===== src/hdl/dxe_pkg.sv =====
// Shared types, constants and helper functions of the Dalvik integer execute unit.
package dxe_pkg;

   localparam int NUM_REGS_DEF = 256;
   localparam int QUEUE_DEPTH  = 2;
   localparam int DIV_STEPS    = 64;
   localparam int MUL_STEPS    = 3;

   localparam logic [31:0] CODE_UNITS_RST = 32'd1;
   localparam logic [19:0] MAX_STEPS_RST  = 20'd200000;

   localparam logic [1:0] KIND_BEGIN  = 2'd0;
   localparam logic [1:0] KIND_SETREG = 2'd1;
   localparam logic [1:0] KIND_EXEC   = 2'd2;

   localparam int          CSR_INDEX_W    = 1;
   localparam logic        CSR_CODE_UNITS = 1'b0;
   localparam logic        CSR_MAX_STEPS  = 1'b1;

   localparam logic [7:0] OP_BINOP      = 8'h90;
   localparam logic [7:0] OP_BINOP_WIDE = 8'h9b;
   localparam logic [7:0] OP_BINOP_FP   = 8'ha6;
   localparam logic [7:0] OP_2ADDR      = 8'hb0;
   localparam logic [7:0] OP_2ADDR_WIDE = 8'hbb;
   localparam logic [7:0] OP_2ADDR_FP   = 8'hc6;
   localparam logic [7:0] OP_LIT16      = 8'hd0;
   localparam logic [7:0] OP_RSUB16     = 8'hd1;
   localparam logic [7:0] OP_LIT8       = 8'hd8;
   localparam logic [7:0] OP_RSUB8      = 8'hd9;
   localparam logic [7:0] OP_IF_TEST    = 8'h32;
   localparam logic [7:0] OP_IF_TESTZ   = 8'h38;

   typedef enum logic [1:0] {ACT_NONE, ACT_BEGIN, ACT_SETREG, ACT_EXEC} act_type;

   typedef enum logic [2:0] {
      STAT_CONT, STAT_RET, STAT_END, STAT_UNSUP, STAT_LIMIT
   } status_type;

   typedef enum logic [3:0] {
      ALU_ADD, ALU_SUB, ALU_MUL, ALU_DIV, ALU_REM, ALU_AND, ALU_OR, ALU_XOR,
      ALU_SHL, ALU_SHR, ALU_USHR
   } alu_op_type;

   typedef enum logic [3:0] {
      UN_MOVE, UN_NEG_INT, UN_NOT_INT, UN_NEG, UN_NOT, UN_SX32, UN_SX8, UN_ZX16, UN_SX16
   } un_type;

   typedef enum logic [1:0] {VAL_IMM, VAL_UN, VAL_ALU} val_type;

   typedef enum logic [2:0] {COND_EQ, COND_NE, COND_LT, COND_GE, COND_GT, COND_LE} cond_type;

   typedef enum logic [2:0] {
      BK_CLEAR, BK_IDLE, BK_EXEC, BK_WAIT, BK_BEGIN_RSP
   } back_state_type;

   typedef enum logic [1:0] {MD_IDLE, MD_MUL, MD_DIV, MD_DONE} md_state_type;

   typedef struct packed {
      act_type     act;
      logic        unsup;
      logic        ret;
      logic        ret_val;
      logic        wr_en;
      logic        dst_ok;
      logic        a_ok;
      logic        b_ok;
      logic [15:0] dst;
      logic [15:0] src_a;
      logic [15:0] src_b;
      val_type     vsel;
      un_type      un;
      alu_op_type  alu;
      logic        a_sx32;
      logic        b_imm;
      logic        swap;
      logic        is_if;
      cond_type    cnd;
      logic        cmp_zero;
      logic [31:0] adv;
      logic [31:0] adv_br;
      logic [63:0] imm;
   } dec_type;

   function automatic logic [63:0] sx8(input logic [7:0] x);
      return {{56{x[7]}}, x};
   endfunction

   function automatic logic [63:0] sx16(input logic [15:0] x);
      return {{48{x[15]}}, x};
   endfunction

   function automatic logic [63:0] sx32(input logic [31:0] x);
      return {{32{x[31]}}, x};
   endfunction

endpackage


===== src/hdl/dxe_front.sv =====
// Front end: accepts transactions and decodes them into execution records.
module dxe_front #(
   parameter int NUM_REGS = dxe_pkg::NUM_REGS_DEF
) (
   input  logic             clock,
   input  logic             reset,
   input  logic             req_valid,
   output logic             req_stall,
   input  logic [1:0]       req_kind,
   input  logic [7:0]       req_reg_index,
   input  logic [63:0]      req_reg_value,
   input  logic [7:0]       req_opcode,
   input  logic [7:0]       req_operand_byte,
   input  logic [15:0]      req_unit_one,
   input  logic [15:0]      req_unit_two,
   input  logic [15:0]      req_unit_three,
   input  logic [15:0]      req_unit_four,
   input  logic             q_full,
   input  logic             back_busy,
   output logic             push,
   output dxe_pkg::dec_type push_data
);
   import dxe_pkg::*;

   logic    blocked_ff;
   logic    blocked_in;
   dec_type d;
   logic [7:0]  op;
   logic [7:0]  diff;
   logic [15:0] ra;
   logic [15:0] rb;
   logic [15:0] b1;

   assign blocked_in = back_busy;

   always_ff @(posedge clock) begin
      if (reset) begin
         blocked_ff <= 1'b1;
      end else begin
         blocked_ff <= blocked_in;
      end
   end

   assign req_stall = q_full || blocked_ff;
   assign push      = req_valid && !req_stall;

   always_comb begin
      d    = '0;
      op   = req_opcode;
      diff = 8'd0;
      ra   = {12'd0, req_operand_byte[3:0]};
      rb   = {12'd0, req_operand_byte[7:4]};
      b1   = {8'd0, req_operand_byte};
      d.act  = ACT_NONE;
      d.vsel = VAL_IMM;
      d.un   = UN_MOVE;
      d.alu  = ALU_ADD;
      d.cnd  = COND_EQ;
      case (req_kind)
         KIND_BEGIN: begin
            d.act = ACT_BEGIN;
         end
         KIND_SETREG: begin
            d.act   = ACT_SETREG;
            d.wr_en = 1'b1;
            d.dst   = {8'd0, req_reg_index};
            d.imm   = req_reg_value;
         end
         KIND_EXEC: begin
            d.act = ACT_EXEC;
            if (op == 8'h00 || op == 8'h1d || op == 8'h1e) begin
               d.adv = 32'd1;
            end else if (op == 8'h01 || op == 8'h04 || op == 8'h07) begin
               d.wr_en = 1'b1; d.dst = ra; d.src_a = rb; d.vsel = VAL_UN; d.adv = 32'd1;
            end else if (op == 8'h02 || op == 8'h05 || op == 8'h08) begin
               d.wr_en = 1'b1; d.dst = b1; d.src_a = req_unit_one; d.vsel = VAL_UN;
               d.adv = 32'd2;
            end else if (op == 8'h03 || op == 8'h06 || op == 8'h09) begin
               d.wr_en = 1'b1; d.dst = req_unit_one; d.src_a = req_unit_two;
               d.vsel = VAL_UN; d.adv = 32'd3;
            end else if (op >= 8'h0a && op <= 8'h0c) begin
               d.wr_en = 1'b1; d.dst = b1; d.adv = 32'd1;
            end else if (op == 8'h0e || op == 8'h27) begin
               d.ret = 1'b1;
            end else if (op >= 8'h0f && op <= 8'h11) begin
               d.ret = 1'b1; d.ret_val = 1'b1; d.src_a = b1;
            end else if (op == 8'h12) begin
               d.wr_en = 1'b1; d.dst = ra;
               d.imm = {{60{req_operand_byte[7]}}, req_operand_byte[7:4]};
               d.adv = 32'd1;
            end else if (op == 8'h13 || op == 8'h16) begin
               d.wr_en = 1'b1; d.dst = b1; d.imm = sx16(req_unit_one); d.adv = 32'd2;
            end else if (op == 8'h14 || op == 8'h17) begin
               d.wr_en = 1'b1; d.dst = b1; d.imm = sx32({req_unit_two, req_unit_one});
               d.adv = 32'd3;
            end else if (op == 8'h15) begin
               d.wr_en = 1'b1; d.dst = b1;
               d.imm = {{32{req_unit_one[15]}}, req_unit_one, 16'd0}; d.adv = 32'd2;
            end else if (op == 8'h18) begin
               d.wr_en = 1'b1; d.dst = b1;
               d.imm = {req_unit_four, req_unit_three, req_unit_two, req_unit_one};
               d.adv = 32'd5;
            end else if (op == 8'h19) begin
               d.wr_en = 1'b1; d.dst = b1; d.imm = {req_unit_one, 48'd0}; d.adv = 32'd2;
            end else if (op == 8'h1a || op == 8'h1c || op == 8'h22) begin
               d.wr_en = 1'b1; d.dst = b1; d.adv = 32'd2;
            end else if (op == 8'h1b) begin
               d.wr_en = 1'b1; d.dst = b1; d.adv = 32'd3;
            end else if (op == 8'h1f) begin
               d.adv = 32'd2;
            end else if (op == 8'h20) begin
               d.wr_en = 1'b1; d.dst = ra; d.imm = 64'd1; d.adv = 32'd2;
            end else if (op == 8'h21) begin
               d.wr_en = 1'b1; d.dst = ra; d.adv = 32'd1;
            end else if (op == 8'h23 || (op >= 8'h52 && op <= 8'h58)) begin
               d.wr_en = 1'b1; d.dst = ra; d.adv = 32'd2;
            end else if ((op >= 8'h24 && op <= 8'h26) || op == 8'h2b || op == 8'h2c) begin
               d.adv = 32'd3;
            end else if (op == 8'h28) begin
               if (req_operand_byte == 8'd0) begin
                  d.ret = 1'b1;
               end else begin
                  d.adv = 32'(sx8(req_operand_byte));
               end
            end else if (op == 8'h29) begin
               d.adv = (req_unit_one != 16'd0) ? 32'(sx16(req_unit_one)) : 32'd2;
            end else if (op == 8'h2a) begin
               d.adv = ({req_unit_two, req_unit_one} != 32'd0) ?
                       {req_unit_two, req_unit_one} : 32'd3;
            end else if ((op >= 8'h2d && op <= 8'h31) || (op >= 8'h44 && op <= 8'h4a) ||
                         (op >= 8'h60 && op <= 8'h66)) begin
               d.wr_en = 1'b1; d.dst = b1; d.adv = 32'd2;
            end else if (op >= OP_IF_TEST && op <= 8'h37) begin
               diff = op - OP_IF_TEST;
               d.is_if = 1'b1; d.cnd = cond_type'(diff[2:0]);
               d.src_a = ra; d.src_b = rb; d.adv = 32'd2;
               d.adv_br = (req_unit_one != 16'd0) ? 32'(sx16(req_unit_one)) : 32'd2;
            end else if (op >= OP_IF_TESTZ && op <= 8'h3d) begin
               diff = op - OP_IF_TESTZ;
               d.is_if = 1'b1; d.cnd = cond_type'(diff[2:0]); d.cmp_zero = 1'b1;
               d.src_a = b1; d.adv = 32'd2;
               d.adv_br = (req_unit_one != 16'd0) ? 32'(sx16(req_unit_one)) : 32'd2;
            end else if ((op >= 8'h4b && op <= 8'h51) || (op >= 8'h59 && op <= 8'h5f) ||
                         (op >= 8'h67 && op <= 8'h6d)) begin
               d.adv = 32'd2;
            end else if ((op >= 8'h6e && op <= 8'h72) || (op >= 8'h74 && op <= 8'h78)) begin
               d.adv = 32'd3;
            end else if (op >= 8'h7b && op <= 8'h8f) begin
               d.wr_en = 1'b1; d.dst = ra; d.src_a = rb; d.vsel = VAL_UN; d.adv = 32'd1;
               case (op)
                  8'h7b: d.un = UN_NEG_INT;
                  8'h7c: d.un = UN_NOT_INT;
                  8'h7d: d.un = UN_NEG;
                  8'h7e: d.un = UN_NOT;
                  8'h81: d.un = UN_SX32;
                  8'h84: d.un = UN_SX32;
                  8'h8d: d.un = UN_SX8;
                  8'h8e: d.un = UN_ZX16;
                  8'h8f: d.un = UN_SX16;
                  default: d.un = UN_MOVE;
               endcase
            end else if (op >= OP_BINOP && op <= 8'haf) begin
               diff = (op < OP_BINOP_WIDE) ? op - OP_BINOP :
                      (op < OP_BINOP_FP) ? op - OP_BINOP_WIDE : op - OP_BINOP_FP;
               d.wr_en = 1'b1; d.dst = b1; d.vsel = VAL_ALU; d.alu = alu_op_type'(diff[3:0]);
               d.src_a = {8'd0, req_unit_one[7:0]}; d.src_b = {8'd0, req_unit_one[15:8]};
               d.adv = 32'd2;
            end else if (op >= OP_2ADDR && op <= 8'hcf) begin
               diff = (op < OP_2ADDR_WIDE) ? op - OP_2ADDR :
                      (op < OP_2ADDR_FP) ? op - OP_2ADDR_WIDE : op - OP_2ADDR_FP;
               d.wr_en = 1'b1; d.dst = ra; d.vsel = VAL_ALU; d.alu = alu_op_type'(diff[3:0]);
               d.src_a = ra; d.src_b = rb; d.adv = 32'd1;
            end else if (op >= OP_LIT16 && op <= 8'hd7) begin
               diff = op - OP_LIT16;
               d.wr_en = 1'b1; d.dst = ra; d.vsel = VAL_ALU; d.alu = alu_op_type'(diff[3:0]);
               d.src_a = rb; d.a_sx32 = 1'b1; d.b_imm = 1'b1; d.imm = sx16(req_unit_one);
               d.swap = (op == OP_RSUB16); d.adv = 32'd2;
            end else if (op >= OP_LIT8 && op <= 8'he2) begin
               diff = op - OP_LIT8;
               d.wr_en = 1'b1; d.dst = b1; d.vsel = VAL_ALU; d.alu = alu_op_type'(diff[3:0]);
               d.src_a = {8'd0, req_unit_one[7:0]}; d.a_sx32 = 1'b1; d.b_imm = 1'b1;
               d.imm = sx8(req_unit_one[15:8]); d.swap = (op == OP_RSUB8); d.adv = 32'd2;
            end else begin
               d.unsup = 1'b1;
            end
         end
         default: d.act = ACT_NONE;
      endcase
      d.dst_ok = ({1'b0, d.dst} < 17'(NUM_REGS));
      d.a_ok   = ({1'b0, d.src_a} < 17'(NUM_REGS));
      d.b_ok   = ({1'b0, d.src_b} < 17'(NUM_REGS));
   end

   assign push_data = d;

endmodule


===== config.mk =====
export PLATFORM = sky130hd
export DESIGN_NAME = dxe_front
export DESIGN_NICKNAME = d
export VERILOG_FILES = /design/src/hdl/dxe_pkg.sv /design/src/hdl/dxe_front.sv
export SDC_FILE = /design/constraint.sdc
export NUM_CORES = 1
export LEC_CHECK = 0
export ABC_AREA = 1
export CORE_AREA = 2 2 143 145
export DETAILED_ROUTE_END_ITERATION = 16
export DIE_AREA = 0 0 145 147
export DONT_BUFFER_PORTS = 1
export GPL_ROUTABILITY_DRIVEN = 0
export PLACE_DENSITY = 0.56
export SETUP_SLACK_MARGIN = 0.2
export SYNTH_ARGS = -nofsm -noshare
export SYNTH_HDL_FRONTEND = slang
export SYNTH_SLANG_ARGS = --single-unit

===== constraint.sdc =====
create_clock -name clock -period 2.87 [get_ports clock]
set_input_delay 0.4305 -clock clock [delete_from_list [all_inputs] [get_ports clock]]
set_output_delay 0.4305 -clock clock [all_outputs]
set_load 0.005 [all_outputs]

After elaboration in Yosys (flattened, before gate mapping)
Index checks and enable logic that the tools add are counted.
- flip-flop bits (word level): 1
- input bits: 159
- output and inout port bits: 205
- word-level logic and storage cells: 554
- $add $sub $neg: 10
- magnitude comparators: 45
- eq/ne operators: 47
- mux-type cells: 402
- reductions and logical operators: 49
- operator list (kind ; number):
    2-to-1 mux 96 bit ; 47
    2-to-1 mux 64 bit ; 41
    2-to-1 mux 50 bit ; 51
    2-to-1 mux 61 bit ; 29
    2-to-1 mux 66 bit ; 22
    2-to-1 mux 32 bit ; 38
    2-to-1 mux 16 bit ; 25
    2-to-1 mux 7 bit ; 35
    2-to-1 mux 194 bit ; 1
    2-to-1 mux 162 bit ; 1
    one-hot mux 64 bit (2 select lines) ; 1
    2-to-1 mux 114 bit ; 1
    equality test 8 x 5 -> 1 bit, second input constant ; 14
    equality test 8 x 6 -> 1 bit, second input constant ; 10
    >= comparator 8 x 7 -> 1 bit, second input constant ; 9
    2-to-1 mux 24 bit ; 3
    less-or-equal comparator 8 x 7 -> 1 bit, second input constant ; 8
    2-to-1 mux 2 bit ; 29
    equality test 8 bit, second input constant ; 7
    2-to-1 mux 1 bit ; 52
    < comparator 16 x 9 -> 1 bit, second input constant ; 3
    2-to-1 mux 42 bit ; 1
    less-or-equal comparator 8 bit, second input constant ; 5
    2-to-1 mux 4 bit ; 10
    36 further kinds ; 110

Longest topological paths before layout
- word-level depth: 120
- mapped depth: 24
- gate-level depth less buffers: 24

Least setup slack after synthesis
Ideal clock, no wire load.
- kind: input to output
- start: input req_opcode[1]
- end: output push_data[80] (netlist bit)
- arrival time: 2.846 ns
- required time: 2.440 ns
- setup slack: -0.407 ns
- stages on the path: 13
- path buffers: 2
- path through: inv_1 ha_1 inv_1 nor2_1 inv_1 nand2_1 o211ai_1 nand3_1 nor3_1 inv_2 clkbuf_1 nor2_1 buf_4
- RTL lines (element ; RTL line ; RTL):
    start: declaration ; dxe_front.sv:12 ; input logic [7:0] req_opcode,
    end: declaration ; dxe_front.sv:21 ; output dxe_pkg::dec_type push_data

==> reports/qor.txt <==
Final setup margin = -0.05816 ns
Layout cells sized above 1 = 32.98%
Met1 usage = 38.83%
Switch share = 62.24%
Predominant post-synthesis flop cell = dfxtp_1
Largest net degree at the start of global routing = 74
Cell taking the most area after synthesis = nand2_1
Hold Vio Cnt, Final = 0
Worst setup SP type = input port
Cell Rows = 52
Finished Core Util = 42.53%
Gr busiest metal = met2
CP Data Required Time = 2.44 ns
Period utilization = 102.0%
Async set-reset flop share out of synthesis = 0%
Leakage = 3.752 nW
Worst-Margin Slew = 0.7069 ns
Max reg flops = 1
Worst EP arrival = 2.50 ns
Max-Cap Viols = 0
Sequential share of power = 1.6%
Final min period = 2.928 ns
Layout area overhead = 39.73%
Die width = 145 um
Hold_sp = reset
M2 GR Usage = 49.62%
Sequential cell area fraction in the yosys report = 0.3314%
Max VDD drop = 0.1150 mV
Met3 Use GR = 10.03%
Critical path peak fanout = 11
Chip height = 147 um
Routed vias/inst = 6.140
Count of different cell masters after synthesis = 54
Die area = 21320 um^2
Worst slew margin = 52.87%
Clock share of power = 0%
Fmax = 341.5 MHz
Post-Synthesis Cells = 1191
Min Hold Slack = 0.5370 ns
Routed WL per cell = 22.82 um
Final setup violation count = 43
Area share of the largest cell type after synthesis = 13.30%
Cell Pwr Density = 113.2 nW/um^2
Outcome = finished, violations left
Net load switching power = 0.0005948 W
Ranking of synthesized cells by area = nand2_1 13%, a21oi_1 10%, o21ai_0 9.8%, nor2_1 8.8%, nand3_1 7.3%
Synth warnings = 0
Worst Setup End Kind = primary output
Antenna-violating nets left = 0
Vias in the first global route = 8800
Iteration-0 DRC count of the detailed router = 1241
Critical path type = input port to primary output
DRT Wirelength = 36430 um
Port Buffers = 0
Min-Delay Endpoint = blocked_ff$_SDFF_PP1_
Failing checks = setup timing
Max Slew Vio Count = 0
Number of enable flip-flop cells after synthesis = 0
Yosys reg bits = 1
Filler cells = 2051
Regs by FF count = blocked_ff: 1 flops
RSZ-0062 raised after global routing = true
First-pass GRT wire length = 52350 um
Io pins = 364
DRT Pass-1 Iters = 8
Syn_area_per_cell = 5.072 um^2
Initial antenna violation count = 0
Dpl ws = -0.2568 ns
Core ar. = 19840 um^2
Post-Syn Area = 6041 um^2
Hold depth = 1
Clock transition at path regs = 0 ns
Placed Instance Area = 7555 um^2
Post-route cell area = 8441 um^2
Final non-filler cell total = 1596
Total via count in the routed design = 9799
Hold Crit Class = input port to flop
Tot GR Track Use = 31.04%
Drc violations = 0
Logic pwr share = 98.4%
Starting Density = 30.44%
Dpl hpwl = 28960 um
Nets = 1498
DP Cell Count = 1573
Grt ovf = 0
Power Internal = 0.0003609 W
Biggest register = blocked_ff
-- worst max-delay path: stages --
cell	delay, ns
clkinvlp_4	0.10
ha_2	0.22
inv_2	0.10
nor2_1	0.09
o21ai_1	0.21
o21ai_2	0.11
buf_4	0.14
buf_4	0.12
buf_4	0.12
nor2_1	0.09
nand2_1	0.10
nand3_1	0.07
nand2_1	0.06
nand2_1	0.05
nand2_1	0.04
nand2_1	0.06
nand2_1	0.06
a21oi_2	0.17
buf_4	0.14
-- timing repair --
action                                  in CTS  in global routing
pin swaps                                   16                 27
hold buffers                                 0                  0
gates resized for setup                     90                103
cloned                                       1                  0
setup buffers                               13                  8
endpoints found under the setup margin     157                167
-- stage by stage --
stage / total power [W] / setup TNS (ns)
6_report: 0.0009557 / -1.399
5_1_grt: 0.001024 / -8.093
4_1_cts: 0.0008714 / 0
3_5_place_dp: 0.0008133 / -4.754
3_3_place_gp: 0.0008043 / -4.398
2_1_floorplan: 0.0005478 / 0
-- placed cells by master, fill, tap and decap left out, drive strengths merged, types with 9 or more instances in the layout --
cell	netlist	routed
buf	44	221
nor4	11	11
o22ai	16	16
nor3	27	27
nand2	225	225
inv	137	136
nor2	159	159
conb	2	9
ha	12	12
a21oi	134	134
o221ai	9	9
a211oi	26	26
o21ai	150	150
o211ai	25	25
a32o	19	19
nand3	89	89
-- cell type report --
type / count / area [um^2] / share of cell area (%)
Antenna cell: 1 / 2.502 / 0.02965
Inverter: 145 / 569.3 / 6.745
Multi-Input combinational cell: 958 / 5673 / 67.21
Sequential cell: 1 / 20.02 / 0.2372
Tap cell: 270 / 337.8 / 4.002
Timing Repair Buffer: 221 / 1838 / 21.78
-- how the worst max path moves through the flow --
stage,start,end,slack [ns]
after floorplan,req_opcode[1],push_data[34],0.06
after global placement,req_opcode[1],push_data[195],-0.23
after CTS,req_opcode[1],push_data[96],0.03
after global routing,req_opcode[7],push_data[96],-0.21
after detailed placement,req_opcode[1],push_data[195],-0.26
final,req_opcode[1],push_data[96],-0.06
-- cells in the mapped netlist (3+ instances only) --
cell / number
buf_4: 32
clkinv_1: 7
o22ai_1: 16
inv_1: 110
nor2_2: 13
a211oi_1: 26
nor2_4: 3
inv_4: 4
inv_2: 23
clkbuf_1: 50
or2_2: 3
nor3_1: 26
a31oi_1: 3
a21oi_2: 10
o211ai_1: 25
a32o_1: 19
nor2_1: 142
o221ai_1: 9
a21oi_1: 123
a22oi_1: 6
nand4_1: 8
o21ai_1: 29
xor2_1: 3
o21ai_0: 118
nand3_1: 88
a221oi_1: 8
nor4_1: 11
nand2_1: 214
ha_1: 12
buf_2: 9
o31ai_1: 4
nand2_4: 3
nand2_2: 8
-- power groups by stage --
stage | sequential (W) | combinational (W) | clock [W]
after floorplan | 0.0000150 | 0.000533 | 0
after global placement | 0.0000151 | 0.000789 | 0
after detailed placement | 0.0000151 | 0.000798 | 0
after CTS | 0.0000151 | 0.000856 | 0
after global routing | 0.0000152 | 0.00101 | 0
final | 0.0000151 | 0.000941 | 0.0000000000467
-- routing by layer --
metal	share of wire (%)	vias up
met1	37	4476
met5	0	-
met3	14	167
met2	44	791
li1	-	4365
met4	5.0	0
-- cell families (layout without fill, tap and decap cells) --
family	Yosys count	after routing	synth area share, %
simple gates	528	528	38.57
xor+xnor	3	3	0.4350
fa+ha+maj	12	12	2.485
flops	1	1	0.3314
buf+inv	239	366	17.34
compound gates	406	406	40.72
other cells	2	10	0.1243
Power figures use the tool's default switching activity.
