`src/hdl/dxe_pkg.sv`:
```
// Shared types, constants and helper functions of the Dalvik integer execute unit.
package dxe_pkg;

   localparam int NUM_REGS_DEF = 256;
   localparam int QUEUE_DEPTH  = 2;
   localparam int DIV_STEPS    = 64;
   localparam int MUL_STEPS    = 3;

   localparam logic [31:0] CODE_UNITS_RST = 32'd1;
   localparam logic [19:0] MAX_STEPS_RST  = 20'd200000;

   localparam logic [1:0] KIND_BEGIN  = 2'd0;
   localparam logic [1:0] KIND_SETREG = 2'd1;
   localparam logic [1:0] KIND_EXEC   = 2'd2;

   localparam int          CSR_INDEX_W    = 1;
   localparam logic        CSR_CODE_UNITS = 1'b0;
   localparam logic        CSR_MAX_STEPS  = 1'b1;

   localparam logic [7:0] OP_BINOP      = 8'h90;
   localparam logic [7:0] OP_BINOP_WIDE = 8'h9b;
   localparam logic [7:0] OP_BINOP_FP   = 8'ha6;
   localparam logic [7:0] OP_2ADDR      = 8'hb0;
   localparam logic [7:0] OP_2ADDR_WIDE = 8'hbb;
   localparam logic [7:0] OP_2ADDR_FP   = 8'hc6;
   localparam logic [7:0] OP_LIT16      = 8'hd0;
   localparam logic [7:0] OP_RSUB16     = 8'hd1;
   localparam logic [7:0] OP_LIT8       = 8'hd8;
   localparam logic [7:0] OP_RSUB8      = 8'hd9;
   localparam logic [7:0] OP_IF_TEST    = 8'h32;
   localparam logic [7:0] OP_IF_TESTZ   = 8'h38;

   typedef enum logic [1:0] {ACT_NONE, ACT_BEGIN, ACT_SETREG, ACT_EXEC} act_type;

   typedef enum logic [2:0] {
      STAT_CONT, STAT_RET, STAT_END, STAT_UNSUP, STAT_LIMIT
   } status_type;

   typedef enum logic [3:0] {
      ALU_ADD, ALU_SUB, ALU_MUL, ALU_DIV, ALU_REM, ALU_AND, ALU_OR, ALU_XOR,
      ALU_SHL, ALU_SHR, ALU_USHR
   } alu_op_type;

   typedef enum logic [3:0] {
      UN_MOVE, UN_NEG_INT, UN_NOT_INT, UN_NEG, UN_NOT, UN_SX32, UN_SX8, UN_ZX16, UN_SX16
   } un_type;

   typedef enum logic [1:0] {VAL_IMM, VAL_UN, VAL_ALU} val_type;

   typedef enum logic [2:0] {COND_EQ, COND_NE, COND_LT, COND_GE, COND_GT, COND_LE} cond_type;

   typedef enum logic [2:0] {
      BK_CLEAR, BK_IDLE, BK_EXEC, BK_WAIT, BK_BEGIN_RSP
   } back_state_type;

   typedef enum logic [1:0] {MD_IDLE, MD_MUL, MD_DIV, MD_DONE} md_state_type;

   typedef struct packed {
      act_type     act;
      logic        unsup;
      logic        ret;
      logic        ret_val;
      logic        wr_en;
      logic        dst_ok;
      logic        a_ok;
      logic        b_ok;
      logic [15:0] dst;
      logic [15:0] src_a;
      logic [15:0] src_b;
      val_type     vsel;
      un_type      un;
      alu_op_type  alu;
      logic        a_sx32;
      logic        b_imm;
      logic        swap;
      logic        is_if;
      cond_type    cnd;
      logic        cmp_zero;
      logic [31:0] adv;
      logic [31:0] adv_br;
      logic [63:0] imm;
   } dec_type;

   function automatic logic [63:0] sx8(input logic [7:0] x);
      return {{56{x[7]}}, x};
   endfunction

   function automatic logic [63:0] sx16(input logic [15:0] x);
      return {{48{x[15]}}, x};
   endfunction

   function automatic logic [63:0] sx32(input logic [31:0] x);
      return {{32{x[31]}}, x};
   endfunction

endpackage

```
`src/hdl/dxe_queue.sv`:
```
// Short queue of decoded transactions between the front end and the back end.
module dxe_queue (
   input  logic             clock,
   input  logic             reset,
   input  logic             push,
   input  dxe_pkg::dec_type push_data,
   input  logic             pop,
   output dxe_pkg::dec_type head,
   output logic             empty,
   output logic             full
);
   import dxe_pkg::*;

   localparam int PW = (QUEUE_DEPTH > 1) ? $clog2(QUEUE_DEPTH) : 1;
   localparam int CW = $clog2(QUEUE_DEPTH + 1);

   dec_type         entries_ff [QUEUE_DEPTH];
   logic [PW-1:0]   wr_ptr_ff;
   logic [PW-1:0]   wr_ptr_in;
   logic [PW-1:0]   rd_ptr_ff;
   logic [PW-1:0]   rd_ptr_in;
   logic [CW-1:0]   count_ff;
   logic [CW-1:0]   count_in;

   assign empty = (count_ff == CW'(0));
   assign full  = (count_ff == CW'(QUEUE_DEPTH));
   assign head  = entries_ff[rd_ptr_ff];

   always_comb begin
      wr_ptr_in = wr_ptr_ff;
      rd_ptr_in = rd_ptr_ff;
      count_in  = count_ff;
      if (push) begin
         wr_ptr_in = (wr_ptr_ff == PW'(QUEUE_DEPTH - 1)) ? PW'(0) : wr_ptr_ff + PW'(1);
      end
      if (pop) begin
         rd_ptr_in = (rd_ptr_ff == PW'(QUEUE_DEPTH - 1)) ? PW'(0) : rd_ptr_ff + PW'(1);
      end
      if (push && !pop) begin
         count_in = count_ff + CW'(1);
      end else if (pop && !push) begin
         count_in = count_ff - CW'(1);
      end
   end

   always_ff @(posedge clock) begin
      if (reset) begin
         wr_ptr_ff <= '0;
         rd_ptr_ff <= '0;
         count_ff  <= '0;
      end else begin
         wr_ptr_ff <= wr_ptr_in;
         rd_ptr_ff <= rd_ptr_in;
         count_ff  <= count_in;
      end
   end

   always_ff @(posedge clock) begin
      if (push) begin
         entries_ff[wr_ptr_ff] <= push_data;
      end
   end

endmodule

```
`config.mk`:
```
export PLATFORM = sky130hd
export DESIGN_NAME = dxe_queue
export DESIGN_NICKNAME = d
export VERILOG_FILES = /design/src/hdl/dxe_pkg.sv /design/src/hdl/dxe_queue.sv
export SDC_FILE = /design/constraint.sdc
export NUM_CORES = 1
export LEC_CHECK = 0
export BUFFER_PORTS_ARGS = -buffer_cell sky130_fd_sc_hd__buf_2
export CAP_MARGIN = 20
export CORE_MARGIN = 1.5
export CORE_UTILIZATION = 53
export CTS_CLUSTER_SIZE = 40
export DETAILED_ROUTE_END_ITERATION = 8
export PLACE_DENSITY = 0.8
export SLEW_MARGIN = 0
export SYNTH_ARGS = -nofsm -noshare
export SYNTH_HDL_FRONTEND = slang
export SYNTH_SLANG_ARGS = --single-unit
export TNS_END_PERCENT = 5
```
`constraint.sdc`:
```
create_clock -name clock -period 16.9 [get_ports clock]
set_input_delay 5.07 -clock clock [delete_from_list [all_inputs] [get_ports clock]]
set_output_delay 5.07 -clock clock [all_outputs]
set_load 0.005 [all_outputs]
```
Word-level counts from Yosys, hierarchy flattened
Memory sizes are Yosys's and may differ from the RTL's. A register that Yosys moved wholly into a read port is not among the register bits.
Cells that the tools add are included.
{"block": "totals", "register_bits": 4, "ram_bits": 406, "inputBits": 207, "output_inout_bits": 205, "word_cells": 23, "n_memories": 1}
{"memory": "entries_ff", "words": 2, "width": 203, "read_ports": 1, "rd_ports_with_merged_regs": 1, "write_ports": 1, "line_no": "dxe_queue.sv:17", "rtl": "dec_type entries_ff [QUEUE_DEPTH];"}
{"block": "classes", "add_sub_neg": 4, "n_eq_ne": 1, "muxes": 8, "reduce_logical": 6}
{"cell": "$mux W1", "n": 6}
{"cell": "$mux W2", "n": 2}
{"cell": "$add A1 B1 Y1 const B", "n": 2}
{"cell": "$add A2 B1 Y2 const B", "n": 1}
{"cell": "$eq A2 B2 Y1 const B", "n": 1}
{"cell": "$logic_and A1 B1 Y1", "n": 2}
{"cell": "$logic_not A1 Y1", "n": 2}
{"cell": "$logic_not A2 Y1", "n": 1}
{"cell": "$reduce_bool A2 Y1", "n": 1}
{"cell": "$sub A2 B1 Y2 const B", "n": 1}

Logic depth before layout (Yosys ltp)
Gate-level depths: netlist (run 1).
{"block": "depth", "depth_word": 4, "ltp_mapped": 5, "depth_no_buf": 5}

Worst setup path before layout (run 1)
Ideal clock, no wire load.
{"block": "synth_timing", "kind": "in2reg", "start": "input port push", "end": "memory entries_ff[0][0] (netlist bit), enable pin", "setup_ps": 794, "t_arrival_ps": 13822, "t_required_ps": 16106, "slack_ps": 2284, "cell_stages": 1, "n_path_buf": 0, "path_cell_list": "nor2b_1"}
{"block": "synth_between", "elab_chain_cells": 2}
{"element": "start: declaration", "line_no": "dxe_queue.sv:5", "rtl": "input logic push,"}
{"element": "$mux W1", "line_no": "dxe_queue.sv:59", "rtl": "if (push) begin"}
{"element": "$mux W1 (implied by the code)", "line_no": "dxe_queue.sv:60", "rtl": "entries_ff[wr_ptr_ff] <= push_data;"}
{"element": "end: declaration", "line_no": "dxe_queue.sv:17"}
Every way passes these cells.

==> metrics.md, run 1 <==
| Metric | Value |
|---|---|
| Status | complete, no violations |
| Share of the synthesized area in the top cell type | 0.783 |
| Final Max Slew Viols | 0 |
| Number of synthesized flops with an enable pin | 406 |
| CP endpoint kind | output port |
| CP Buf/Inv Count | 3 |
| Post-DRT Antenna Nets | 0 |
| Fin. Hold Viols | 0 |
| Htree depth | 2 |
| RSZ-0062 raised after global routing | false |
| GR Overflow Total | 0 |
| Pleak | 0.00757 uW |
| Yosys reg bits | 411 |
| Hold_sp | count_ff[1]$_SDFFE_PP0P_ |
| Area leader, netlist | edfxtp_1 |
| Initial core utilization | 0.541 |
| Critical path arrival | 3.63 ns |
| Number of global-route vias before repair | 8,186 |
| Iter 0 DRT Violations | 477 |
| Core box area | 0.0288 mm^2 |
| Most common cell in the netlist | edfxtp_1 |
| # fillers | 1,902 |
| Cells after Synth | 654 |
| Most frequent cells after synthesis | edfxtp_1 (406), mux2_4 (170), mux2_2 (33), buf_6 (19) |
| Cell Pwr Density | 120 mW/mm^2 |
| Area growth, synth to finish | 23.4% |
| Fmax | 115 MHz |
| First-pass detailed-route iteration total | 6 |
| Post-CTS Hold Buffers | 0 |
| GP Congestion | 0.823 |
| Largest net degree at the start of global routing | 75 |
| Slew at the pin with the worst max-slew slack | 1.07 ns |
| WHS | 0.533 ns |
| Ys async rst share | 0 |
| Max incr delay on CP | 0.90 ns |
| Clk pin slew, worst setup/hold paths | 0.06 ns |
| Pre-CTS setup slack | 8.71 ns |
| Hold Crit Class | reg -> reg |
| Maximum VDD drop | 0.0000943 V |
| Num rows | 62 |
| Total wire length | 31.8 mm |
| Crit path max-delay family | buffers and inverters |
| Num CTS Buffers | 41 |
| Post-Route Setup TNS | 0 ns |
| GRT Util Overall | 0.202 |
| Startpoint types | flop |
| Die ar. | 0.0304 mm^2 |
| RR Startpoint | wr_ptr_ff$_SDFFE_PP0P_ |
| Placed insts | 1,434 |
| Vias | 7,681 |
| Period utilisation layout | 0.515 |
| DIE WIDTH | 174 um |
| Final nets | 1,301 |
| Cell mode on critical path | buf_4 |
| TritonCTS clock tree | built |
| Most area-consuming cells after synthesis | edfxtp_1 (78%), mux2_4 (16%), mux2_2 (2.4%), buf_6 (1.4%), dfxtp_1 (0.64%) |
| Max FO, Critical Path | 60 |
| Ys Warns | 0 |
| Post-Syn Area | 0.0156 mm^2 |
| Clock sink total | 411 |
| Max Root-Sink Buffers | 3 |
| Via-to-Cell Ratio | 5.07 |
| Remaining routing DRC violations | 0 |
| Final setup margin | 8.20 ns |
| Number of antenna violations at the first check in global routing | 11 |
| Avg WL per Cell | 21.0 um |
| Syn_area_per_cell | 23.8 um^2 |
| Share of the yosys chip area belonging to registers | 0.790 |
| Syn nets | 862 |
| CTS resizes | 0 |
| Critical-path top delay cell | buf_4 |
| Design Power | 2310 uW |
| Critical Path RT | 11.83 ns |
| Slew HR | 0.285 |
| Top-level port count | 412 |
| Worst-skew pair later-pin latency | 0.51 ns |
| Die H | 174 um |
| Post-CTS setup repair buffer count | 0 |
| Total of max-cap violations | 0 |
| Fraction of layout cells with a size suffix above 1 | 0.604 |
| Fin cells | 1,514 |
| Distinct cells, synth | 17 |
| Period minus WS final | 8.70 ns |
| Critical path, cell by cell | buf_4, buf_4, mux2_2, buf_2 |
| First-pass GRT wire length | 45.5 mm |
| Ys flop type | edfxtp_1 |
| Root Driver | clkbuf_16 |
| HPWL Detailed | 21.7 mm |
| Crit path kind | reg -> out |
| Port Buffers | 411 |
| Final setup fails | 0 |
| Worst Skew | 0.0136 ns |
## worst reg2reg max path, stage by stage, from the launching register on
cell and delay (ns):
dfxtp_1 0.35, nor2b_4 0.60, buf_4 0.61, buf_4 0.89
## layer usage
metal  vias up  share of wire  global-route usage
li1       3496              -                   -
met1      3780           0.35               0.211
met2       323           0.53               0.363
met3        82          0.076              0.0630
met4         0          0.045               0.107
met5         -              0                   0
## state kept, by name, summed over array words and instances (netlist names), named ones only
| name | flops |
|---|---|
| rd_ptr_ff | 1 |
| entries_ff | 406 |
| count_ff | 2 |
| wr_ptr_ff | 1 |
## power by group
part	switching [uW]	leakage (uW)	internal (uW)
clock	346	0.000610	506
sequential	24.0	0.00385	1190
combinational	111	0.00311	136
total	481	0.00757	1830
## placed cells by master (no fill, tap or decap), types with 2 or more instances in the layout
cell type,synthesis,final
mux2_4,170,170
clkbuf_1,0,11
clkinv_2,0,4
diode_2,0,11
buf_4,0,8
clkbuf_16,0,41
bufinv_16,0,4
buf_2,3,411
xor2_1,2,2
xnor2_1,2,2
dfxtp_1,5,4
clkinv_1,0,7
edfxtp_1,406,406
nor2_1,5,5
mux2_2,33,33
## logic make-up after synthesis
logic type,synth area share
adders and majority gates,0.000804
DFF,0.790
AOI/OAI and AO/OA,0.000642
and+or+nand+nor,0.00281
buffers and inverters,0.0159
xor gates and xnor gates,0.00225
muxes,0.188
## final cells by class
| type | count | area (um^2) | area share |
|---|---|---|---|
| clock buffers | 52 | 1070 | 0.0556 |
| flip-flops and latches | 411 | 12300 | 0.640 |
| inverters | 1 | 3.75 | 0.000195 |
| multi-input cells | 219 | 3040 | 0.158 |
| well taps | 384 | 480 | 0.0250 |
| repair buffers | 419 | 2120 | 0.110 |
| diodes | 11 | 27.5 | 0.00143 |
| clock inverters | 17 | 184 | 0.00957 |
## metrics by stage
stage	utilization	area (um^2)
floorplan	-	15600
global route	0.667	19200
detailed placement	0.623	17900
finish	0.668	19200
global placement	0.623	17900
CTS	0.667	19200
## path summary, 6_finish.rpt
kind / endpoint / slack [ns] / cells past startpoint
max reg2reg: entries_ff[0][51]$_DFFE_PP_ / 14.01 / 3
min reg2reg: count_ff[1]$_SDFFE_PP0P_ / 0.53 / 2
min: count_ff[1]$_SDFFE_PP0P_ / 0.53 / 2
max: head[187] / 8.20 / 4
No activity file was read; power rests on OpenSTA's default activity.
==> inputs of run 2 (changes only) <==
==> constraint.sdc (replaced) <==
create_clock -name clock -period 8.1 [get_ports clock]
set_input_delay 2.43 -clock clock [delete_from_list [all_inputs] [get_ports clock]]
set_output_delay 2.43 -clock clock [all_outputs]
set_load 0.005 [all_outputs]
==> run 2 against run 1 <==
Compared with the run above: die area unchanged; total power up 110%; clock skew down 0.0041 ns; global-route usage down 0.56 points; routed wire length down 4.8%; worst setup slack worse by 5.3 ns; highest routed layer is now met5.
==> metrics.md, run 2 (synthesized netlist as in run 1, its figures left out) <==
| Metric | Value |
|---|---|
| Hold_sp | count_ff[1]$_SDFFE_PP0P_ |
| Slew HR | 0.304 (+0.0186) |
| Final setup fails | 0 (unchanged) |
| Via-to-Cell Ratio | 5.03 (-0.83%) |
| GP Congestion | 0.787 (-4.4%) |
| Slew at the pin with the worst max-slew slack | 1.04 ns (-0.0279 ns) |
| WHS | 0.514 ns (-0.0194 ns) |
| RR Startpoint | wr_ptr_ff$_SDFFE_PP0P_ |
| Worst-skew pair later-pin latency | 0.52 ns (about the same) |
| Critical path arrival | 2.80 ns (-0.83 ns) |
| Post-CTS setup repair buffer count | 0 (unchanged) |
| Remaining routing DRC violations | 0 (unchanged) |
| Max Root-Sink Buffers | 3 (unchanged) |
| Crit path kind | reg -> out |
| R2R setup slack | 5.72 ns (-8.29 ns) |
| GR Overflow Total | 0 (unchanged) |
| Register name with the most flops | entries_ff |
| Period utilisation layout | 0.646 |
| Area growth, synth to finish | 24.3% |
| Fraction of layout cells with a size suffix above 1 | 0.611 (+0.00675) |
| R2R cell count | 2 (-1) |
| Post-Route Setup TNS | 0 ns (unchanged) |
| Number of antenna violations at the first check in global routing | 15 (+4) |
| # fillers | 1,895 (-0.37%) |
| Num rows | 62 (unchanged) |
| Top Registers | entries_ff x406, count_ff x2 |
| Commonest non-fill, non-tap cells in the layout | buf_2 (411), edfxtp_1 (406), mux2_4 (170) |
| Largest net degree at the start of global routing | 106 (+41%) |
| Die H | 174 um (unchanged) |
| Number of global-route vias before repair | 8,126 (-0.73%) |
| First-pass GRT wire length | 44.8 mm (-1.6%) |
| Root Driver | clkbuf_16 |
| TritonCTS clock tree | built |
| Worst R2R End | entries_ff[0][24]$_DFFE_PP_ |
| Vias | 7,627 (-0.70%) |
| Post-DRT Antenna Nets | 0 (unchanged) |
| CP endpoint kind | output port |
| Num CTS Buffers | 41 (unchanged) |
| Util after Layout | 0.672 (+0.00474) |
| Fin. Hold Viols | 0 (unchanged) |
| Fmax | 191 MHz |
| Post-DP Area | 0.0180 mm^2 (+0.13%) |
| GRT Util Overall | 0.196 (-0.00564) |
| Final Max Slew Viols | 0 (unchanged) |
| Largest register FFs | 406 (unchanged) |
| Iter 0 DRT Violations | 553 (+16%) |
| Top-level port count | 412 (unchanged) |
| Total of max-cap violations | 0 (unchanged) |
| HPWL Detailed | 20.8 mm (-3.9%) |
| Finished Cell Area | 0.0193 mm^2 (+0.71%) |
| Period minus WS final | 5.23 ns |
| Status | complete, no violations |
| Pleak | 0.00762 uW (+0.59%) |
| Final nets | 1,299 (-0.15%) |
| Total wire length | 30.2 mm (-4.8%) |
| Critical Path RT | 5.67 ns (-6.16 ns) |
| Hold Crit Class | reg -> reg |
| Htree depth | 2 (unchanged) |
| Clock sink total | 411 (unchanged) |
| Maximum VDD drop | 0.000196 V (+110%) |
| DIE WIDTH | 174 um (unchanged) |
| Max FO, Critical Path | 58 (-3.3%) |
| Initial core utilization | 0.541 (unchanged) |
| CTS resizes | 0 (unchanged) |
| Port Buffers | 411 (unchanged) |
| Hold endpoint | count_ff[1]$_SDFFE_PP0P_ |
| RSZ-0062 raised after global routing | false |
| Avg WL per Cell | 20.0 um (-5.0%) |
| Core box area | 0.0288 mm^2 (unchanged) |
| WHS Path Cells | 2 (unchanged) |
| Clk pin slew, worst setup/hold paths | 0.06 ns (about the same) |
| First-pass detailed-route iteration total | 4 (-2) |
| Post-CTS Hold Buffers | 0 (unchanged) |
| Most common cell after layout, fill and taps aside | buf_2 |
| Startpoint types | flop |
| Worst Skew | 0.00943 ns (-0.00412 ns) |
| Die ar. | 0.0304 mm^2 (unchanged) |
| Cell Pwr Density | 254 mW/mm^2 (+110%) |
[run 2: how the worst max path moves through the flow]
| stage | slack (ns) | depth (start not counted) | startpoint | to |
|---|---|---|---|---|
| after floorplan | 0.51 | 1 | push | entries_ff[1][0]$_DFFE_PP_ |
| after global routing | 2.73 | 3 | flop | head[183] |
| after detailed placement | 3.38 | 3 | flop | head[183] |
| after global placement | 3.44 | 3 | flop | head[183] |
| final | 2.87 | 3 | flop | head[183] |
| after CTS | 2.82 | 3 | flop | head[183] |
[run 2: report_power, final]
part	internal, uW	switching (uW)
registers	2490	46.7
logic	286	231
clock network	1130	737
[run 2: cell type report]
| type | instances | area [um^2] | share of cell area |
|---|---|---|---|
| antenna | 9 | 22.5 | 0.00116 |
| clock buffer | 52 | 1140 | 0.0589 |
| inverter | 1 | 3.75 | 0.000194 |
| sequential | 411 | 12300 | 0.636 |
| multi-input combinational | 219 | 3040 | 0.157 |
| clock inverter | 23 | 230 | 0.0119 |
| tap | 384 | 480 | 0.0248 |
| timing repair buffer | 417 | 2140 | 0.111 |
[run 2: stage by stage]
step	setup WS, ns	total power, uW	std cells
CTS	2.82	4970	1507
finish	2.87	4910	1516
global placement	3.44	3080	1432
floorplan	0.506	2890	654
detailed placement	3.38	3100	1432
global route	2.73	5090	1516
[run 2: routing by layer]
metal  routed length [um]  vias to the layer above  global-route usage
met3                 2500                       69              0.0595
met2                16100                      341               0.350
met5                   74                        -                   0
met1                10700                     3706               0.219
li1                     -                     3499                   -
met4                  929                       12              0.0805
[run 2: critical path, stage by stage, from the launching register on]
cell	delay, ns
dfxtp_4	0.78
buf_4	0.92
mux2_2	0.42
buf_2	0.12
==> inputs of run 3 (changes only) <==
--- a/config.mk
+++ b/config.mk
@@ -8,10 +8,10 @@
 export BUFFER_PORTS_ARGS = -buffer_cell sky130_fd_sc_hd__buf_2
 export CAP_MARGIN = 20
 export CORE_MARGIN = 1.5
-export CORE_UTILIZATION = 53
+export CORE_UTILIZATION = 47
 export CTS_CLUSTER_SIZE = 40
 export DETAILED_ROUTE_END_ITERATION = 8
-export PLACE_DENSITY = 0.8
+export PLACE_DENSITY = 0.75
 export SLEW_MARGIN = 0
 export SYNTH_ARGS = -nofsm -noshare
 export SYNTH_HDL_FRONTEND = slang
==> constraint.sdc (replaced) <==
create_clock -name clock -period 4.8 [get_ports clock]
set_input_delay 1.44 -clock clock [delete_from_list [all_inputs] [get_ports clock]]
set_output_delay 1.44 -clock clock [all_outputs]
set_load 0.005 [all_outputs]
==> run 3 against run 2 <==
Compared with the run above: sequential share of layout area shrank 0.11 points; combinational power grew 72%; core utilization shrank 7.7 points; critical path depth is the same; highest routed layer unchanged; largest power group unchanged; clock skew grew 0.0098 ns.
==> metrics.md, run 3 (synthesized netlist as in run 1, its figures left out) <==
| Metric | Value |
|---|---|
| Top-level port count | 412 (unchanged) |
| Commonest non-fill, non-tap cells in the layout | buf_2 (411), edfxtp_1 (406), mux2_4 (170) |
| Area growth, synth to finish | 24.5% |
| Period utilisation layout | 0.769 |
| Final nets | 1,308 (+0.69%) |
| Die ar. | 0.0342 mm^2 (+13%) |
| Hold Crit Class | reg -> reg |
| Critical Path RT | 3.36 ns (-2.31 ns) |
| R2R cell count | 2 (unchanged) |
| Initial core utilization | 0.478 (-0.0624) |
| R2R setup slack | 2.90 ns (-2.82 ns) |
| Avg WL per Cell | 18.7 um (-6.2%) |
| Register name with the most flops | entries_ff |
| Root Driver | clkbuf_16 |
| First-pass detailed-route iteration total | 4 (unchanged) |
| Status | complete, no violations |
| Total of max-cap violations | 0 (unchanged) |
| Maximum VDD drop | 0.000338 V (+72%) |
| Top Registers | entries_ff x406, count_ff x2 |
| TritonCTS clock tree | built |
| Num rows | 66 (+6.5%) |
| CTS resizes | 0 (unchanged) |
| Slew HR | 0.532 (+0.228) |
| Fin. Hold Viols | 0 (unchanged) |
| Startpoint types | flop |
| GR Overflow Total | 0 (unchanged) |
| Worst-skew pair later-pin latency | 0.53 ns (about the same) |
| Core box area | 0.0325 mm^2 (+13%) |
| Post-DP Area | 0.0181 mm^2 (+0.84%) |
| Via-to-Cell Ratio | 4.79 (-4.7%) |
| Final Max Slew Viols | 0 (unchanged) |
| Max FO, Critical Path | 29 (-50%) |
| Vias | 7,562 (-0.85%) |
| Cell Pwr Density | 419 mW/mm^2 (+65%) |
| Crit path kind | reg -> out |
| Critical path arrival | 2.25 ns (-0.55 ns) |
| Number of antenna violations at the first check in global routing | 5 (-10) |
| Remaining routing DRC violations | 0 (unchanged) |
| Final setup fails | 0 (unchanged) |
| Pleak | 0.00763 uW (+0.17%) |
| Fmax | 271 MHz |
| Post-CTS setup repair buffer count | 0 (unchanged) |
| Hold endpoint | count_ff[1]$_SDFFE_PP0P_ |
| RR Startpoint | wr_ptr_ff$_SDFFE_PP0P_ |
| Number of global-route vias before repair | 7,787 (-4.2%) |
| CP endpoint kind | output port |
| Clock sink total | 411 (unchanged) |
| DIE WIDTH | 185 um (+6.1%) |
| Design Power | 8120 uW (+65%) |
| Worst Skew | 0.0193 ns (+0.00983 ns) |
| HPWL Detailed | 19.9 mm (-4.6%) |
| Slew at the pin with the worst max-slew slack | 0.702 ns (-0.342 ns) |
| Worst R2R End | entries_ff[1][83]$_DFFE_PP_ |
| WHS Path Cells | 2 (unchanged) |
| Period minus WS final | 3.69 ns |
| Post-CTS Hold Buffers | 0 (unchanged) |
| Hold_sp | count_ff[1]$_SDFFE_PP0P_ |
| Clk pin slew, worst setup/hold paths | 0.06 ns (about the same) |
| Port Buffers | 411 (unchanged) |
| First-pass GRT wire length | 42.1 mm (-6.1%) |
| Largest net degree at the start of global routing | 118 (+11%) |
| Htree depth | 2 (unchanged) |
| GRT Util Overall | 0.164 (-0.0326) |
| RSZ-0062 raised after global routing | false |
| Most common cell after layout, fill and taps aside | buf_2 |
| Max Root-Sink Buffers | 3 (unchanged) |
| Iter 0 DRT Violations | 264 (-52%) |
| Num CTS Buffers | 43 (+4.9%) |
| Fraction of layout cells with a size suffix above 1 | 0.608 (-0.00255) |
| Post-DRT Antenna Nets | 0 (unchanged) |
| GP Congestion | 0.735 (-6.6%) |
| Die H | 185 um (+6.1%) |
| Largest register FFs | 406 (unchanged) |
| Total wire length | 29.5 mm (-2.3%) |
| Finished Cell Area | 0.0194 mm^2 (+0.18%) |
==> run 3: layout make-up <==
class / instances / area (um^2)
Timing Repair Buffer: 424 / 2220
Clock inverter: 24 / 155
Tap cell: 442 / 553
Fill cell: 2435 / 13200
Multi-Input combinational cell: 219 / 3040
Clock buffer: 52 / 1110
Inverter: 1 / 3.75
Antenna cell: 5 / 12.5
Sequential cell: 411 / 12300
==> run 3: report_power, final <==
group | switching (uW) | internal, uW
clock network | 1270 | 1700
logic | 402 | 487
registers | 64.4 | 4190
==> run 3: worst max-delay path, stage by stage (launching register included) <==
cell	delay [ns]
dfxtp_4	0.70
buf_4	0.49
mux2_2	0.39
buf_2	0.13
==> run 3: routing by layer <==
metal	vias up	wire length, um	track usage
li1	3498	-	-
met1	3704	11000	0.178
met2	294	15000	0.288
met3	62	2730	0.0619
met4	4	854	0.0667
met5	-	27	0
==> run 3: metrics by stage <==
step | hold WS [ns] | instances | worst slack [ns] | TNS (ns) | util
6_report | 0.519 | 1578 | 1.11 | 0 | 0.596
5_1_grt | 0.553 | 1576 | 0.962 | 0 | 0.596
4_1_cts | 0.521 | 1573 | 1.05 | 0 | 0.595
3_5_place_dp | 0.509 | 1497 | 1.62 | 0 | 0.556
3_3_place_gp | 0.482 | 1497 | 1.63 | 0 | 0.556
2_1_floorplan | 0.461 | 654 | -0.114 | -23.10 | -
==> run 3: worst max-delay path by stage <==
stage | start | to | slack [ns] | depth (start not counted)
finish | flop | head[185] | 1.11 | 3
global route | flop | head[185] | 0.96 | 3
CTS | flop | head[185] | 1.05 | 3
detailed placement | flop | head[185] | 1.62 | 3
global placement | flop | head[185] | 1.63 | 3
floorplan | push | entries_ff[0][0]$_DFFE_PP_ | -0.11 | 1
